**src/psal_pkg.sv**
```systemverilog
// shared constants and types for the per-source attempt limiter
`default_nettype none
package psal_pkg;

   localparam int TableEntriesDefault = 64;
   localparam int MaxDelayMsDefault   = 30000;

   // register indexes
   localparam logic [2:0] REG_ENABLE = 3'd0;
   localparam logic [2:0] REG_LIMIT  = 3'd1;
   localparam logic [2:0] REG_WINDOW = 3'd2;
   localparam logic [2:0] REG_MODE   = 3'd3;
   localparam logic [2:0] REG_STEP   = 3'd4;
   localparam logic [2:0] REG_NET    = 3'd5;
   localparam logic [2:0] REG_PREFIX = 3'd6;

   // action modes
   localparam logic [1:0] MODE_BLOCK    = 2'd0;
   localparam logic [1:0] MODE_THROTTLE = 2'd1;
   localparam logic [1:0] MODE_LOG      = 2'd2;

   // verdicts
   localparam logic [1:0] VERDICT_ALLOW    = 2'd0;
   localparam logic [1:0] VERDICT_BLOCK    = 2'd1;
   localparam logic [1:0] VERDICT_THROTTLE = 2'd2;
   localparam logic [1:0] VERDICT_LOG      = 2'd3;

   typedef struct packed {
      logic        protect_enable;
      logic [15:0] attempt_limit;
      logic [31:0] window_seconds;
      logic [1:0]  action_mode;
      logic [14:0] throttle_step_ms;
      logic [31:0] allow_net;
      logic [5:0]  allow_prefix_len;
   } cfg_type;

   typedef struct packed {
      logic [31:0] src_ip;
      logic [31:0] now_sec;
      logic        is_counted;
      logic        path_protected;
   } req_type;

   typedef struct packed {
      logic [1:0]  verdict;
      logic [14:0] delay_ms;
      logic [15:0] attempt_total;
      logic        table_full;
   } rsp_type;

   // queued item: request plus front-end classification
   typedef struct packed {
      req_type req;
      logic    bypass;
   } job_type;

endpackage
`default_nettype wire

```
**src/psal_front.sv**
```systemverilog
// front end: csr registers, whitelist check and two-entry queue
`default_nettype none
module psal_front (
   input  wire                    clock,
   input  wire                    reset,
   input  wire                    csr_psel,
   input  wire                    csr_penable,
   input  wire                    csr_pwrite,
   input  wire [4:0]              csr_paddr,
   input  wire [31:0]             csr_pwdata,
   output logic [31:0]            csr_prdata,
   output logic                   csr_pready,
   output psal_pkg::cfg_type      cfg,
   input  wire                    req_valid,
   output logic                   req_ready,
   input  psal_pkg::req_type      req_payload,
   output logic                   job_valid,
   input  wire                    job_ready,
   output psal_pkg::job_type      job
);
   psal_pkg::cfg_type cfg_ff;
   psal_pkg::job_type q_ff [2];
   logic [1:0] cnt_ff;
   logic       rd_ptr_ff, wr_ptr_ff;
   logic [2:0] idx;
   logic [31:0] mask;
   logic       listed;
   psal_pkg::job_type in_job;
   logic       push, pop;

   assign idx = csr_paddr[4:2];
   assign csr_pready = 1'b1;
   assign cfg = cfg_ff;

   always_ff @(posedge clock) begin
      if (reset) begin
         cfg_ff.protect_enable   <= 1'b0;
         cfg_ff.attempt_limit    <= 16'd10;
         cfg_ff.window_seconds   <= 32'd300;
         cfg_ff.action_mode      <= psal_pkg::MODE_BLOCK;
         cfg_ff.throttle_step_ms <= 15'd1000;
         cfg_ff.allow_net        <= 32'd0;
         cfg_ff.allow_prefix_len <= 6'd33;
      end else if (csr_psel && csr_penable && csr_pwrite) begin
         case (idx)
            psal_pkg::REG_ENABLE: cfg_ff.protect_enable   <= csr_pwdata[0];
            psal_pkg::REG_LIMIT:  cfg_ff.attempt_limit    <= csr_pwdata[15:0];
            psal_pkg::REG_WINDOW: cfg_ff.window_seconds   <= csr_pwdata;
            psal_pkg::REG_MODE:   cfg_ff.action_mode      <= csr_pwdata[1:0];
            psal_pkg::REG_STEP:   cfg_ff.throttle_step_ms <= csr_pwdata[14:0];
            psal_pkg::REG_NET:    cfg_ff.allow_net        <= csr_pwdata;
            psal_pkg::REG_PREFIX: cfg_ff.allow_prefix_len <= csr_pwdata[5:0];
            default: ;
         endcase
      end
   end

   always_comb begin
      case (idx)
         psal_pkg::REG_ENABLE: csr_prdata = {31'd0, cfg_ff.protect_enable};
         psal_pkg::REG_LIMIT:  csr_prdata = {16'd0, cfg_ff.attempt_limit};
         psal_pkg::REG_WINDOW: csr_prdata = cfg_ff.window_seconds;
         psal_pkg::REG_MODE:   csr_prdata = {30'd0, cfg_ff.action_mode};
         psal_pkg::REG_STEP:   csr_prdata = {17'd0, cfg_ff.throttle_step_ms};
         psal_pkg::REG_NET:    csr_prdata = cfg_ff.allow_net;
         psal_pkg::REG_PREFIX: csr_prdata = {26'd0, cfg_ff.allow_prefix_len};
         default:              csr_prdata = 32'd0;
      endcase
   end

   // prefix 0 gives an all-zero mask
   always_comb begin
      if (cfg_ff.allow_prefix_len == 6'd0) begin
         mask = 32'd0;
      end else begin
         mask = 32'hFFFF_FFFF << (6'd32 - cfg_ff.allow_prefix_len);
      end
      listed = (cfg_ff.allow_prefix_len <= 6'd32) &&
               ((req_payload.src_ip & mask) == (cfg_ff.allow_net & mask));
      in_job.req    = req_payload;
      in_job.bypass = !cfg_ff.protect_enable || listed || !req_payload.path_protected;
   end

   assign req_ready = (cnt_ff != 2'd2);
   assign push      = req_valid && req_ready;
   assign job_valid = (cnt_ff != 2'd0);
   assign pop       = job_valid && job_ready;
   assign job       = q_ff[rd_ptr_ff];

   always_ff @(posedge clock) begin
      if (push) begin
         q_ff[wr_ptr_ff] <= in_job;
      end
      if (reset) begin
         cnt_ff    <= 2'd0;
         rd_ptr_ff <= 1'b0;
         wr_ptr_ff <= 1'b0;
      end else begin
         if (push) begin
            wr_ptr_ff <= !wr_ptr_ff;
         end
         if (pop) begin
            rd_ptr_ff <= !rd_ptr_ff;
         end
         cnt_ff <= cnt_ff + {1'b0, push} - {1'b0, pop};
      end
   end
endmodule
`default_nettype wire

```
**config.mk**
```make
export PLATFORM = sky130hd
export DESIGN_NAME = psal_front
export DESIGN_NICKNAME = d
export VERILOG_FILES = /design/src/psal_pkg.sv /design/src/psal_front.sv
export SDC_FILE = /design/constraint.sdc
export NUM_CORES = 1
export LEC_CHECK = 0
export BUFFER_PORTS_ARGS = -buffer_cell sky130_fd_sc_hd__buf_4
export CAP_MARGIN = 20
export CORE_MARGIN = 1.5
export CORE_UTILIZATION = 25
export CTS_CLUSTER_SIZE = 14
export DETAILED_ROUTE_END_ITERATION = 10
export SLEW_MARGIN = 10
export SYNTH_ARGS = -nofsm -noshare
export SYNTH_HDL_FRONTEND = slang
export SYNTH_SLANG_ARGS = --single-unit
```
**constraint.sdc**
```tcl
create_clock -name clock -period 4 [get_ports clock]
set_clock_uncertainty 0.15 [all_clocks]
set_input_delay 0.2 -clock clock [delete_from_list [all_inputs] [get_ports clock]]
set_output_delay 0.2 -clock clock [all_outputs]
set_load 0.02 [all_outputs]
```
==> results.toml <==
[floorplan]
top_level_ports = 316
die_w_um = 205
coreArea_um2 = 40000
placementRows = 73
start_util_pct = 25.6
die_area_um2 = 42100
die_h_um = 205

[clocking]
clock_latency_ps = 550
cts_buffer_depth = 3
postCtsHoldBufs = 100
cts_resized = 0
cts_setup_buffers = 0
cts_tree = "done"
clk_pin_slew_ps = 60
htree_levels = 1
cts-root-buf = "clkbuf_16"
clkSinkCount = 243
cts_buffers = 28

[setup_path]
cp-start-kind = "flip-flop"
r2r_start = "cfg[0]$_SDFFE_PP1P_"
cpMaxStageDelayCell = "dfxtp_1"
path_max_fanout = 10
end_kind = "flip-flop"
worstSetupPathType = "flip-flop to flip-flop"
critPathMaxStageDelay_ps = 510
worstPathRequired_ps = 4230
crit_start = "cfg[0]$_SDFFE_PP1P_"
cp.arrival_ps = 3450
cp_cell_sequence = "inv_1 -> ha_1 -> xnor2_1 -> buf_4 -> nand2_1 -> a221oi_2 -> o2111ai_1 -> nor4_2 -> a21oi_1 -> o21ai_1"

[timing]
tightest_slew_ps = 1040
worst_slack_ps = 774
fin_setup_tns_ps = 0
setup_viol = 0
post-route-min-period_ps = 3230
finalHoldViolCount = 0
finalCritPeriodShare_pct = 80.7
max_freq_mhz = 310
slew_violations = 0
relSlewSlack_pct = 30.5
hold_slack_ps = 44.4
rsz0062_at_grt = "false"

[placed_design]
place_area_um2 = 13100
pre_cts_ws_ps = 828
dp_hpwl_um = 24100
io_buffer_count = 312
post-place-cells = 1701
place.gp.congestion = 0.842

[synth]
syn_nets = 1026
async_flop_share_pct = 0
yosysTopAreaCell = "edfxtp_1"
syn-cell-area_um2 = 10200
synth_seq_cells = 243
yosys.cell_count.top_type = "nand2_1"
synth.area.top_cells = "edfxtp_1 (39%), dfxtp_1 (21%), mux2_2 (7.8%)"
ys_top_cells_by_count = "nand2_1 (203), edfxtp_1 (134), dfxtp_1 (109)"
synth-edff-count = 134
synth_seq_area_share_pct = 60.7
synth_top_area_share_pct = 39.4
syn_inst = 910
avgSynthCellArea_um2 = 11.2
synth_cell_types = 53
synth_warnings = 0
synthFlopType = "edfxtp_1"

[run_status]
run_status = "complete, no violations"

[drt]
drt_first_iter_violations = 605
drc = 0
num_vias = 8413
drtPass1Iterations = 5
drtAntennaViolNets = 0
via_per_inst = 4.54
routed_wl_um = 34500
detail_route.wl_per_cell_um = 18.6

[power_and_ir_drop]
p_int_mw = 5.19
p_leak_nw = 5.77
power_density_nw_per_um2 = 476
p_sw_share_pct = 27.6
seqPwrFrac_pct = 42.5
clockPowerShare_pct = 36.6
ir_drop_uv = 260
p_sw_mw = 1.98
total_power_mw = 7.16
comb_power_share_pct = 20.9

[grt]
grt_pass1_wl_um = 50300
antenna_found_initial = 0
grt_overflow = 0
grt_use_total_pct = 15.7
first_global_vias = 8349
grt_start_max_net_pins = 80

[cells_and_area]
drive_gt1_share_pct = 33.8
areaGrowthSynthToFinish_pct = 47.2
stdcell_area_um2 = 15000
nets = 1422
fin_util_pct = 37.6
fin_cells = 1853

[min_path]
hold_path.class = "primary input to flip-flop"
hold_start = "csr_paddr[3]"

[flow_run]
cap_violations = 0
==> power groups by stage <==
stage | Clock [mW] | Combinational (mW) | Sequential, mW
2_1_floorplan | 0 | 0.873 | 3.00
3_3_place_gp | 0 | 1.43 | 3.10
3_5_place_dp | 0 | 1.43 | 3.11
4_1_cts | 2.69 | 1.52 | 3.06
5_1_grt | 2.79 | 1.60 | 3.08
6_report | 2.62 | 1.50 | 3.05
==> layout make-up <==
cell class	instances	area, um^2
Tap cell	525	657
Fill cell	3934	25000
Multi-Input combinational cell	604	3780
Sequential cell	243	6210
Timing Repair Buffer	425	3440
Clock inverter	18	199
Clock buffer	33	741
Inverter	4	15.0
Antenna cell	1	2.50
==> sequential cells by signal, indices dropped and copies added (netlist names), named ones only <==
| name | flops |
|---|---|
| q_ff | 134 |
| cfg | 104 |
| cnt_ff | 2 |
| rd_ptr_ff | 1 |
| wr_ptr_ff | 1 |
==> layer usage <==
metal  vias up  track usage [%]  share of wire [%]
met5         -                0                  0
met2       272             25.7                 47
li1       4036                -                  -
met4         0             5.47                2.8
met3        48             3.07                6.3
met1      4057             20.6                 44
==> worst max-delay path: cells and delay by family, from the launching register on <==
family / cells / cell delay (ps)
buf+inv: 2 / 440
flops: 1 / 510
xor+xnor: 1 / 480
simple gates: 2 / 400
compound gates: 4 / 710
fa+ha+maj: 1 / 350
==> kinds of logic (layout without fill, tap and decap cells) <==
| family | Yosys count | after routing | share of synthesized area, % |
|---|---|---|---|
| AO/OA/AOI/OAI | 176 | 176 | 10.5 |
| XOR/XNOR | 39 | 39 | 3.34 |
| adder cells (fa/ha/maj) | 6 | 6 | 0.734 |
| buffers and inverters | 63 | 480 | 2.46 |
| flip-flops | 243 | 243 | 60.7 |
| multiplexers | 94 | 94 | 10.2 |
| other | 1 | 2 | 0.0367 |
| AND/OR/NAND/NOR | 288 | 288 | 12.1 |
==> placed cells by master (no fill, tap or decap), types with 4 or more instances in the layout <==
cell type and n:
o22ai_1 17, a22oi_1 12, a221oi_1 4, xor2_1 11, mux2_2 71, nand3_1 5
nand2b_1 7, dfxtp_1 108, dlygate4sd3_1 100, ha_1 6, o21ai_0 7, nand2_1 203
xnor2_1 28, clkbuf_1 4, nor2b_1 5, buf_4 325, a21oi_1 101, nand3b_1 12
edfxtp_1 134, clkinv_2 5, nor2_1 28, bufinv_16 4, and2_1 6, and3_1 4
inv_1 4, mux2i_1 22, nor3_1 7, a22o_1 16, clkbuf_16 29
==> worst paths after layout <==
path | to | slack (ps) | cells past startpoint
max | q_ff[1][0]$_DFFE_PP_ | 770 | 10
min | cfg[103]$_SDFFE_PP0P_ | 40 | 4
max reg2reg | q_ff[1][0]$_DFFE_PP_ | 770 | 10
min reg2reg | cfg[101]$_SDFFE_PP0P_ | 320 | 2
Note: power is estimated with default switching activity, not from simulation.
